--- src/rtl/ppd_pkg.sv ---
`default_nettype none
package ppd_pkg;

  localparam int BUFFER_BYTES = 120;
  localparam int IDX_W        = $clog2(BUFFER_BYTES);
  localparam int MIN_SIZE     = 4;
  localparam int POS_SIZE     = 24;

  typedef enum logic [1:0] {
    REPORT_POSITION  = 2'd0,
    REPORT_BAD_SIZE  = 2'd1,
    REPORT_SHORT_POS = 2'd2
  } report_kind_t;

  typedef struct packed {
    logic [7:0]         data_byte;
    logic               restart;
    logic signed [63:0] arrival_time;
  } in_item_t;

  typedef struct packed {
    report_kind_t       report_kind;
    logic signed [63:0] server_time;
    logic [31:0]        right_ascension;
    logic signed [31:0] declination;
    logic signed [31:0] mount_status;
    logic signed [63:0] client_time;
  } out_item_t;

endpackage
`default_nettype wire

--- src/rtl/position_packet_deframer.sv ---
// Position packet deframer.
// Input channel (in_valid/in_ready/in_data) carries one stream byte per
// transfer with its local arrival time, or a restart marker. Packets start
// with a little-endian 16-bit size and 16-bit type; type-0 packets of 24
// bytes or more give a position report on their last byte.
// Result channel (out_valid/out_ready/out_data) carries position reports and
// error reports (bad size on the second byte, short position packet on the
// last byte); an error halts the parser until a restart transfer.
// A result appears in the cycle after the input transfer that causes it.
// Throughput: one byte per cycle while in_ready is high; the parser is
// a single counter step and byte insert between input and result register.
// A single result register holds the pending report. in_ready drops only
// while that register is full and out_ready is low; it rises again in the
// cycle the receiver takes the report.
// Reset (rst_n low, synchronous) clears the parser, the halt flag and the
// result valid flag; the result data register is not reset.
`default_nettype none
module position_packet_deframer (
  input  wire                  clk,
  input  wire                  rst_n,
  input  wire                  in_valid,
  output logic                 in_ready,
  input  ppd_pkg::in_item_t    in_data,
  output logic                 out_valid,
  input  wire                  out_ready,
  output ppd_pkg::out_item_t   out_data
);
  import ppd_pkg::*;

  logic               halted_r, halted_nxt;
  logic [IDX_W-1:0]   idx_r, idx_nxt;
  logic [15:0]        size_r, size_nxt;
  logic [15:0]        type_r, type_nxt;
  logic [63:0]        time_acc_r, time_acc_nxt;
  logic [31:0]        ra_acc_r, ra_acc_nxt;
  logic [31:0]        dec_acc_r, dec_acc_nxt;
  logic [31:0]        stat_acc_r, stat_acc_nxt;
  logic               out_valid_r, out_valid_nxt;
  out_item_t          out_data_r, out_data_nxt;

  logic               accept;
  logic               fire;
  report_kind_t       kind;
  logic               size_bad;
  logic               last_byte;
  logic [15:0]        idx_ext;

  assign in_ready  = !out_valid_r || out_ready;
  assign accept    = in_valid && in_ready;
  assign out_valid = out_valid_r;
  assign out_data  = out_data_r;
  assign idx_ext   = {{(16-IDX_W){1'b0}}, idx_r};

  always_comb begin
    halted_nxt   = halted_r;
    idx_nxt      = idx_r;
    size_nxt     = size_r;
    type_nxt     = type_r;
    time_acc_nxt = time_acc_r;
    ra_acc_nxt   = ra_acc_r;
    dec_acc_nxt  = dec_acc_r;
    stat_acc_nxt = stat_acc_r;
    fire         = 1'b0;
    kind         = REPORT_POSITION;
    size_bad     = 1'b0;
    last_byte    = 1'b0;
    if (accept) begin
      if (in_data.restart) begin
        halted_nxt   = 1'b0;
        idx_nxt      = '0;
        size_nxt     = '0;
        type_nxt     = '0;
        time_acc_nxt = '0;
        ra_acc_nxt   = '0;
        dec_acc_nxt  = '0;
        stat_acc_nxt = '0;
      end else if (!halted_r) begin
        if (idx_r == IDX_W'(0)) begin
          size_nxt     = {8'h00, in_data.data_byte};
          type_nxt     = '0;
          time_acc_nxt = '0;
          ra_acc_nxt   = '0;
          dec_acc_nxt  = '0;
          stat_acc_nxt = '0;
        end else if (idx_r == IDX_W'(1)) begin
          size_nxt = {in_data.data_byte, size_r[7:0]};
          size_bad = (size_nxt < 16'(MIN_SIZE)) || (size_nxt > 16'(BUFFER_BYTES));
        end else if (idx_r == IDX_W'(2)) begin
          type_nxt = {8'h00, in_data.data_byte};
        end else if (idx_r == IDX_W'(3)) begin
          type_nxt = {in_data.data_byte, type_r[7:0]};
        end
        for (int k = 0; k < 8; k++) begin
          if (idx_r == IDX_W'(4 + k)) begin
            time_acc_nxt[8*k +: 8] = time_acc_r[8*k +: 8] | in_data.data_byte;
          end
        end
        for (int k = 0; k < 4; k++) begin
          if (idx_r == IDX_W'(12 + k)) begin
            ra_acc_nxt[8*k +: 8] = ra_acc_r[8*k +: 8] | in_data.data_byte;
          end
          if (idx_r == IDX_W'(16 + k)) begin
            dec_acc_nxt[8*k +: 8] = dec_acc_r[8*k +: 8] | in_data.data_byte;
          end
          if (idx_r == IDX_W'(20 + k)) begin
            stat_acc_nxt[8*k +: 8] = stat_acc_r[8*k +: 8] | in_data.data_byte;
          end
        end
        last_byte = (idx_r != IDX_W'(0)) && ((idx_ext + 16'd1) >= size_nxt);
        if (size_bad) begin
          halted_nxt = 1'b1;
          idx_nxt    = '0;
          fire       = 1'b1;
          kind       = REPORT_BAD_SIZE;
        end else if (last_byte) begin
          idx_nxt = '0;
          if (type_nxt == 16'd0) begin
            fire = 1'b1;
            if (size_nxt < 16'(POS_SIZE)) begin
              halted_nxt = 1'b1;
              kind       = REPORT_SHORT_POS;
            end
          end
        end else begin
          idx_nxt = idx_r + IDX_W'(1);
        end
      end
    end
  end

  always_comb begin
    out_data_nxt = out_data_r;
    if (accept && fire) begin
      out_data_nxt.report_kind = kind;
      if (kind == REPORT_POSITION) begin
        out_data_nxt.server_time     = time_acc_nxt;
        out_data_nxt.right_ascension = ra_acc_nxt;
        out_data_nxt.declination     = dec_acc_nxt;
        out_data_nxt.mount_status    = stat_acc_nxt;
        out_data_nxt.client_time     = in_data.arrival_time;
      end else begin
        out_data_nxt.server_time     = '0;
        out_data_nxt.right_ascension = '0;
        out_data_nxt.declination     = '0;
        out_data_nxt.mount_status    = '0;
        out_data_nxt.client_time     = '0;
      end
    end
    if (accept) begin
      out_valid_nxt = fire;
    end else if (out_ready) begin
      out_valid_nxt = 1'b0;
    end else begin
      out_valid_nxt = out_valid_r;
    end
  end

  always_ff @(posedge clk) begin
    if (!rst_n) begin
      halted_r    <= 1'b0;
      idx_r       <= '0;
      size_r      <= '0;
      type_r      <= '0;
      time_acc_r  <= '0;
      ra_acc_r    <= '0;
      dec_acc_r   <= '0;
      stat_acc_r  <= '0;
      out_valid_r <= 1'b0;
    end else begin
      halted_r    <= halted_nxt;
      idx_r       <= idx_nxt;
      size_r      <= size_nxt;
      type_r      <= type_nxt;
      time_acc_r  <= time_acc_nxt;
      ra_acc_r    <= ra_acc_nxt;
      dec_acc_r   <= dec_acc_nxt;
      stat_acc_r  <= stat_acc_nxt;
      out_valid_r <= out_valid_nxt;
    end
  end

  always_ff @(posedge clk) begin
    out_data_r <= out_data_nxt;
  end

`ifndef SYNTH
  a_halt_idx_zero: assert property (@(posedge clk) disable iff (!rst_n)
    halted_r |-> idx_r == '0)
    else $error("parser halted with nonzero byte index");

  a_restart_clears: assert property (@(posedge clk) disable iff (!rst_n)
    accept && in_data.restart |=> !halted_r && idx_r == '0 && !out_valid_r)
    else $error("restart did not clear parser");

  a_error_zero: assert property (@(posedge clk) disable iff (!rst_n)
    out_valid_r && out_data_r.report_kind != REPORT_POSITION |->
      out_data_r.server_time == '0 && out_data_r.client_time == '0 &&
      out_data_r.mount_status == '0)
    else $error("error report carries payload");

  a_result_from_input: assert property (@(posedge clk) disable iff (!rst_n)
    $rose(out_valid_r) |-> $past(accept))
    else $error("result without input transfer");
`endif

endmodule
`default_nettype wire

--- config.mk ---
export PLATFORM = sky130hd
export DESIGN_NAME = position_packet_deframer
export DESIGN_NICKNAME = d
export VERILOG_FILES = /design/src/rtl/ppd_pkg.sv /design/src/rtl/position_packet_deframer.sv
export SDC_FILE = /design/constraint.sdc
export NUM_CORES = 1
export LEC_CHECK = 0
export BUFFER_PORTS_ARGS = -buffer_cell sky130_fd_sc_hd__clkbuf_2
export CAP_MARGIN = 25
export CORE_MARGIN = 2
export CORE_UTILIZATION = 55
export DETAILED_ROUTE_END_ITERATION = 8
export MAX_ROUTING_LAYER = met4
export PLACE_DENSITY = 0.85
export SYNTH_ARGS = -nofsm -noshare
export SYNTH_HDL_FRONTEND = slang
export SYNTH_SLANG_ARGS = --single-unit
--- constraint.sdc ---
create_clock -name clk -period 19.5 [get_ports clk]
set_input_delay 1.95 -clock clk [delete_from_list [all_inputs] [get_ports clk]]
set_output_delay 1.95 -clock clk [all_outputs]
set_load 0.1 [all_outputs]
==> results.sh, run 1 <==
export IMPL_switchingPower_mw=0.4057
export IMPL_required_ns=19.66
export IMPL_die_area_sq_mm=0.02968
export IMPL_finalNetCount=1692
export IMPL_clk_pin_slew_ns=0.06
export IMPL_synth_yosys_seq_area_share_pct=69.40
export IMPL_timing_rr_end="out_data[189]$_SDFFCE_PP0P_"
export IMPL_die_w_um=172.3
export IMPL_cts_made_buffers=41
export IMPL_met1_usage_pct=35.40
export IMPL_cts_root_buffer="clkbuf_16"
export IMPL_power_leakage_nw=7.047
export IMPL_cts_setup_buffers=0
export IMPL_antenna_found_initial=2
export IMPL_syn_to_final_growth_pct=20.60
export IMPL_dpl_cell_area_sq_mm=0.01737
export IMPL_cts_hold_buffers=0
export IMPL_grt_pass1_wl_mm=60.85
export IMPL_ctsHtreeMaxLevel=2
export IMPL_ant_nets=0
export IMPL_drt_iter0_markers=1209
export IMPL_slowest_stage="buf_4"
export IMPL_syn_avg_cell_area_sq_um=11.65
export IMPL_io_buffers=304
export IMPL_endpoint_kind="flip-flop"
export IMPL_status="completed"
export IMPL_reg2reg_slack_ns=12.88
export IMPL_grt_overflow=0
export IMPL_skew_ns=0.01486
export IMPL_rr_worst_depth=12
export IMPL_ios=305
export IMPL_grt_max_degree=89
export IMPL_rsz0062_at_grt="no"
export IMPL_max_freq_ghz=0.1511
export IMPL_grt_pass1_vias=11140
export IMPL_min_period_over_period_pct=33.95
export IMPL_swShare_pct=22.14
export IMPL_crit_start="idx_r[3]$_SDFFE_PN0P_"
export IMPL_vias_per_cell=5.867
export IMPL_use_met3_pct=4.738
export IMPL_cts_resized=0
export IMPL_die_y_um=172.3
export IMPL_synth_ff_type="edfxtp_1"
export IMPL_wirelength_mm=41.03
export IMPL_endpoint="out_data[189]$_SDFFCE_PP0P_"
export IMPL_powerDensity_mw_per_mm2=97.54
export IMPL_max_cap_viol_count=0
export IMPL_fillers=1962
export IMPL_gp_congestion=0.8961
export IMPL_crit_arrival_ns=6.78
export IMPL_final_cells=2015
export IMPL_drt_pass1_iter_count=6
export IMPL_ys_seq_elements=427
export IMPL_via_count=11820
export IMPL_path_max_fanout=71
export IMPL_tritoncts="yes"
export IMPL_hold_class="flip-flop to flip-flop"
export IMPL_initial_core_util_pct=55.91
export IMPL_synth_edf_count=226
export IMPL_r2r_start="idx_r[3]$_SDFFE_PN0P_"
export IMPL_busiest_layer="met2"
export IMPL_synthCells=1337
export IMPL_core_rowCount=61
export IMPL_slew_viol_final=0
export IMPL_dp_hpwl_mm=25.70
export IMPL_cts_sinks=427
export IMPL_path_cells="nor3_1 > and3_1 > mux2_2 > ha_1 > nor3b_1 > o21ai_0 > o2111ai_1 > a211oi_1 > nand4_1 > a21oi_4 > buf_4 > buf_4"
export IMPL_pwr_share_clk_pct=43.6
export IMPL_coreArea_sq_mm=0.02786
export IMPL_critPathLaunchType="flip-flop"
export IMPL_synth_cell_type_count=47
export IMPL_yosys_warnings=0
export IMPL_synth_nets=1426
export IMPL_peakVddDrop_uv=84.12
export IMPL_worst_pin_slew_ns=1.016
export IMPL_min_period_ns=6.620
export IMPL_grtUsageTotal_pct=27.49
export IMPL_power_mw=1.832
export IMPL_multi_input_area_sq_mm=0.004350
export IMPL_seqPwrFrac_pct=51.6
export IMPL_avgRoutedWirePerCell_um=20.36
export IMPL_hold_viol_final=0
export IMPL_fin_area_sq_mm=0.01879
export IMPL_path_class="flip-flop to flip-flop"
export IMPL_slowest_delay_ns=0.83
export IMPL_use_met2_pct=43.44
export IMPL_p_comb_share_pct=4.8
export IMPL_async_flop_share_pct=0
export IMPL_internal_power_mw=1.427
export IMPL_max_slew_margin_pct=32.28
export IMPL_regArea_sq_mm=0.01081
export IMPL_crit_top_cell="buf_4"
export IMPL_numPlacedInstances=1935
export IMPL_clk_path_buf_depth=3
export IMPL_drc=0
export IMPL_finalSetupTns_ns=0
export IMPL_drive_gt1_share_pct=24.83
export IMPL_finalSetupViolCount=0
export IMPL_netlist_area_sq_mm=0.01558
export IMPL_hold_slack_ns=0.4621
export IMPL_insertion_delay_ns=0.54
worst max-delay path: cells and delay by family, from the launching register on:
kind	cells	cell delay, ns
AND/OR/NAND/NOR	4	1.68
buffers and inverters	2	1.64
AO/OA/AOI/OAI	4	1.61
flip-flops	1	0.46
multiplexers	1	0.42
adder cells (fa/ha/maj)	1	0.27
placed cells by master (no fill, tap or decap), drive strengths merged, types with 8 or more instances in the layout:
master,n
clkbuf,367
a21oi,335
edfxtp,226
nor2,224
dfxtp,201
a21boi,64
a22oi,23
buf,21
nand2,16
nor3,15
nand3,13
and3,13
ha,12
inv,10
o21ai,9
mux2i,8
cell usage after synthesis, types with 2 or more instances:
master	n	share of area [%]
and3_1	13	0.52
a22oi_1	23	1.1
ha_1	12	0.96
xnor2_1	2	0.11
dfxtp_1	201	26
o41ai_1	3	0.17
or3_1	2	0.080
xor2_1	3	0.17
nand4b_1	3	0.17
nor3b_1	2	0.096
nand3_1	13	0.42
a22o_1	5	0.28
inv_1	6	0.14
a21oi_1	335	11
nand3b_1	2	0.096
a32oi_1	5	0.28
o21ai_1	2	0.064
a311oi_1	5	0.28
nand2_1	16	0.39
a21boi_1	2	0.096
buf_1	3	0.072
or4_4	2	0.14
mux2i_1	8	0.51
nor4_1	6	0.24
o21ai_0	7	0.22
a2111oi_0	2	0.11
buf_2	7	0.22
clkbuf_1	81	2.0
edfxtp_1	226	44
and2_1	5	0.20
o21a_1	2	0.096
nor3_1	15	0.48
nand2b_1	5	0.20
a21boi_0	62	3.0
nor2_1	224	5.4
buf_4	14	0.67
mux2_2	3	0.22
kinds of logic after synthesis:
logic type                 share of synthesized area (%)
DFF                                                69.40
xor gates and xnor gates                          0.2812
adders and majority gates                         0.9639
muxes                                             0.7310
AOI/OAI and AO/OA                                  16.92
buffers and inverters                              3.068
and+or+nand+nor                                    8.635
per-layer routing:
| layer | vias up | part of all wire (%) | routed length [um] |
|---|---|---|---|
| met5 | - | 0 | 0 |
| met4 | 0 | 3.6 | 1478 |
| met3 | 115 | 9.0 | 3673 |
| met2 | 682 | 48 | 19810 |
| met1 | 5678 | 39 | 16070 |
| li1 | 5347 | - | - |
power groups by stage:
stage / clock network, mW / logic [mW] / registers, mW
floorplan: 0 / 0.0425 / 0.980
finish: 0.799 / 0.0884 / 0.945
CTS: 0.806 / 0.0861 / 0.945
detailed placement: 0 / 0.0855 / 0.964
global placement: 0 / 0.0836 / 0.964
global route: 0.841 / 0.0939 / 0.945
stage by stage:
stage,util [%],setup WS (ns)
3_3_place_gp,62.12,12.63
6_report,67.43,12.88
5_1_grt,67.43,12.38
4_1_cts,67.21,12.95
2_1_floorplan,-,4.267
3_5_place_dp,62.34,12.57
layout make-up:
class	count	share of cell area, %
Antenna cell	2	0.02664
Clock buffer	60	6.267
Clock inverter	15	0.9591
Inverter	6	0.1199
Multi-Input combinational cell	799	23.16
Sequential cell	427	57.55
Tap cell	378	2.518
Timing Repair Buffer	328	9.405
worst min-delay path by stage:
| stage | from | cells past startpoint | end | slack [ns] |
|---|---|---|---|---|
| 4_1_cts | time_acc_r[59]$_SDFF_PN0_ | 2 | time_acc_r[59]$_SDFF_PN0_ | 0.46 |
| 2_1_floorplan | dec_acc_r[31]$_SDFF_PN0_ | 2 | dec_acc_r[31]$_SDFF_PN0_ | 0.42 |
| 5_1_grt | time_acc_r[18]$_SDFF_PN0_ | 2 | time_acc_r[18]$_SDFF_PN0_ | 0.49 |
| 3_5_place_dp | time_acc_r[59]$_SDFF_PN0_ | 2 | time_acc_r[59]$_SDFF_PN0_ | 0.44 |
| 3_3_place_gp | stat_acc_r[31]$_SDFF_PN0_ | 2 | stat_acc_r[31]$_SDFF_PN0_ | 0.43 |
| 6_report | ra_acc_r[31]$_SDFF_PN0_ | 2 | ra_acc_r[31]$_SDFF_PN0_ | 0.46 |
registers in the layout (all words and copies together), names as in the netlist:
register    count
halted_r        1
out_data      226
size_r         16
idx_r           7
time_acc_r     64
ra_acc_r       32
out_valid       1
stat_acc_r     32
type_r         16
dec_acc_r      32
No activity file was read; power rests on OpenSTA's default activity.
==> inputs of run 2 (changes only) <==
--- a/config.mk
+++ b/config.mk
@@ -8,10 +8,10 @@
 export BUFFER_PORTS_ARGS = -buffer_cell sky130_fd_sc_hd__clkbuf_2
 export CAP_MARGIN = 25
 export CORE_MARGIN = 2
-export CORE_UTILIZATION = 55
+export CORE_UTILIZATION = 49
 export DETAILED_ROUTE_END_ITERATION = 8
 export MAX_ROUTING_LAYER = met4
-export PLACE_DENSITY = 0.85
+export PLACE_DENSITY = 0.8
 export SYNTH_ARGS = -nofsm -noshare
 export SYNTH_HDL_FRONTEND = slang
 export SYNTH_SLANG_ARGS = --single-unit
==> constraint.sdc (replaced) <==
create_clock -name clk -period 5.5 [get_ports clk]
set_input_delay 0.55 -clock clk [delete_from_list [all_inputs] [get_ports clk]]
set_output_delay 0.55 -clock clk [all_outputs]
set_load 0.1 [all_outputs]
==> run 2 against run 1 <==
  * Sequential share of layout area is 0.45 points lower
  * Routed wire length is 2.1% higher
  * Register-to-register slack worse by 12 ns
  * Combinational power grew to 3.7 times the previous value
  * First-iteration DRC count is 29% lower
  * Final area is 0.80% higher
  * Setup slack worse by 12 ns
  * Sequential cell count stayed put
==> results.sh, run 2 (synthesized netlist as in run 1, its figures left out) <==
export IMPL_final_cell_mix="333 x a21oi_1, 304 x clkbuf_2, 226 x edfxtp_1"
export IMPL_die_w_um=182.3
export IMPL_crit_arrival_ns=4.64
export IMPL_min_period_over_period_pct=80.07
export IMPL_power_leakage_nw=7.054
export IMPL_drt_pass1_iter_count=5
export IMPL_gp_congestion=0.9003
export IMPL_hold_viol_final=0
export IMPL_fillers=2511
export IMPL_cts_resized=0
export IMPL_grtUsageTotal_pct=25.12
export IMPL_regArea_sq_mm=0.01081
export IMPL_multi_input_area_sq_mm=0.004385
export IMPL_max_slew_margin_pct=29.66
export IMPL_insertion_delay_ns=0.54
export IMPL_clk_path_buf_depth=3
export IMPL_status="completed"
export IMPL_cts_hold_buffers=0
export IMPL_finalSetupViolCount=0
export IMPL_largest_reg_flops=226
export IMPL_ant_nets=0
export IMPL_core_rowCount=65
export IMPL_initial_core_util_pct=49.62
export IMPL_grt_pass1_wl_mm=63.34
export IMPL_numPlacedInstances=1960
export IMPL_antenna_cells=0
export IMPL_path_class="flip-flop to flip-flop"
export IMPL_reg2reg_slack_ns=1.10
export IMPL_final_cells=2040
export IMPL_grt_pass1_vias=11350
export IMPL_min_period_ns=4.404
export IMPL_power_mw=6.579
export IMPL_drive_gt1_share_pct=24.97
export IMPL_crit_start="idx_r[2]$_SDFFE_PN0P_"
export IMPL_slew_viol_final=0
export IMPL_peakVddDrop_uv=247.9
export IMPL_final_common_cell="a21oi_1"
export IMPL_final_core_utilization_pct=60.32
export IMPL_rsz0062_at_grt="no"
export IMPL_max_cap_viol_count=0
export IMPL_die_area_sq_mm=0.03323
export IMPL_avgRoutedWirePerCell_um=20.54
export IMPL_drc=0
export IMPL_antenna_found_initial=0
export IMPL_tritoncts="yes"
export IMPL_cts_root_buffer="clkbuf_16"
export IMPL_timing_rr_end="out_data[204]$_SDFFCE_PP0P_"
export IMPL_coreArea_sq_mm=0.03139
export IMPL_syn_to_final_growth_pct=21.57
export IMPL_hold_slack_ns=0.3410
export IMPL_grt_max_degree=119
export IMPL_drt_iter0_markers=864
export IMPL_finalNetCount=1693
export IMPL_cts_sinks=427
export IMPL_powerDensity_mw_per_mm2=347.4
export IMPL_worst_pin_slew_ns=1.047
export IMPL_grt_overflow=0
export IMPL_wirelength_mm=41.91
export IMPL_ios=305
export IMPL_skew_ns=0.01250
export IMPL_critPathLaunchType="flip-flop"
export IMPL_cts_setup_buffers=0
export IMPL_finalSetupTns_ns=0
export IMPL_clk_pin_slew_ns=0.06
export IMPL_endpoint="out_data[204]$_SDFFCE_PP0P_"
export IMPL_rr_worst_depth=12
export IMPL_ctsHtreeMaxLevel=2
export IMPL_r2r_start="idx_r[2]$_SDFFE_PN0P_"
export IMPL_endpoint_kind="flip-flop"
export IMPL_vias_per_cell=5.750
export IMPL_cts_made_buffers=43
export IMPL_hold_class="input pin to flip-flop"
export IMPL_max_freq_ghz=0.2271
export IMPL_via_count=11730
export IMPL_die_y_um=182.3
export IMPL_io_buffers=304
export IMPL_required_ns=5.74
export IMPL_path_max_fanout=118
export IMPL_dp_hpwl_mm=26.15
[run 2: cell types whose count changed in the layout (fill, tap and decap cells not counted), sizes merged]
cell and change:
buf +2, inv -1, clkinvlp -3, clkbuf +4
bufinv -1, clkinv +2, diode -2
[run 2: stage by stage]
stage | cell area [sq um] | setup slack [ns]
floorplan | 15670 | -1.282
global placement | 17460 | 1.258
detailed placement | 17510 | 1.153
CTS | 18920 | 1.134
global route | 18940 | 0.7357
finish | 18940 | 1.096
[run 2: layout make-up]
cell class                 instances  share of cell area [%]
inverter                           6                  0.1189
clock buffer                      67                   6.700
tap                              402                   2.656
multi-input combinational        799                   23.16
clock inverter                    12                  0.7136
sequential                       427                   57.10
timing repair buffer             327                   9.555
[run 2: worst min path at each step]
stage,start,cells after the start,to,slack [ns]
after floorplan,dec_acc_r[31]$_SDFF_PN0_,2,dec_acc_r[31]$_SDFF_PN0_,0.42
after global placement,time_acc_r[62]$_SDFF_PN0_,2,time_acc_r[62]$_SDFF_PN0_,0.43
after detailed placement,time_acc_r[56]$_SDFF_PN0_,2,time_acc_r[56]$_SDFF_PN0_,0.44
after CTS,rst_n,2,out_valid$_SDFFE_PN0P_,0.32
after global routing,rst_n,2,out_valid$_SDFFE_PN0P_,0.32
final,rst_n,2,out_valid$_SDFFE_PN0P_,0.34
[run 2: metal layers]
metal  global-route usage (%)  part of all wire (%)
met3                    5.548                   8.8
met1                    31.66                    40
met4                    9.742                   3.5
met5                        -                     0
met2                    39.88                    48
[run 2: critical path: stages (launching register included)]
cell,delay [ns]
dfxtp_1,0.45
nor3_4,0.32
and3_1,0.72
mux2_4,0.38
ha_4,0.26
nor3b_1,0.04
o21ai_1,0.11
o2111ai_1,0.14
a211oi_2,0.31
nand4_1,0.37
o211ai_4,0.33
buf_12,0.41
a21oi_1,0.16
[run 2: where the power goes]
group / switching, mW / internal (mW) / total, mW
logic: 0.248 / 0.0786 / 0.326
registers: 0.00707 / 3.34 / 3.35
clock network: 1.21 / 1.69 / 2.90
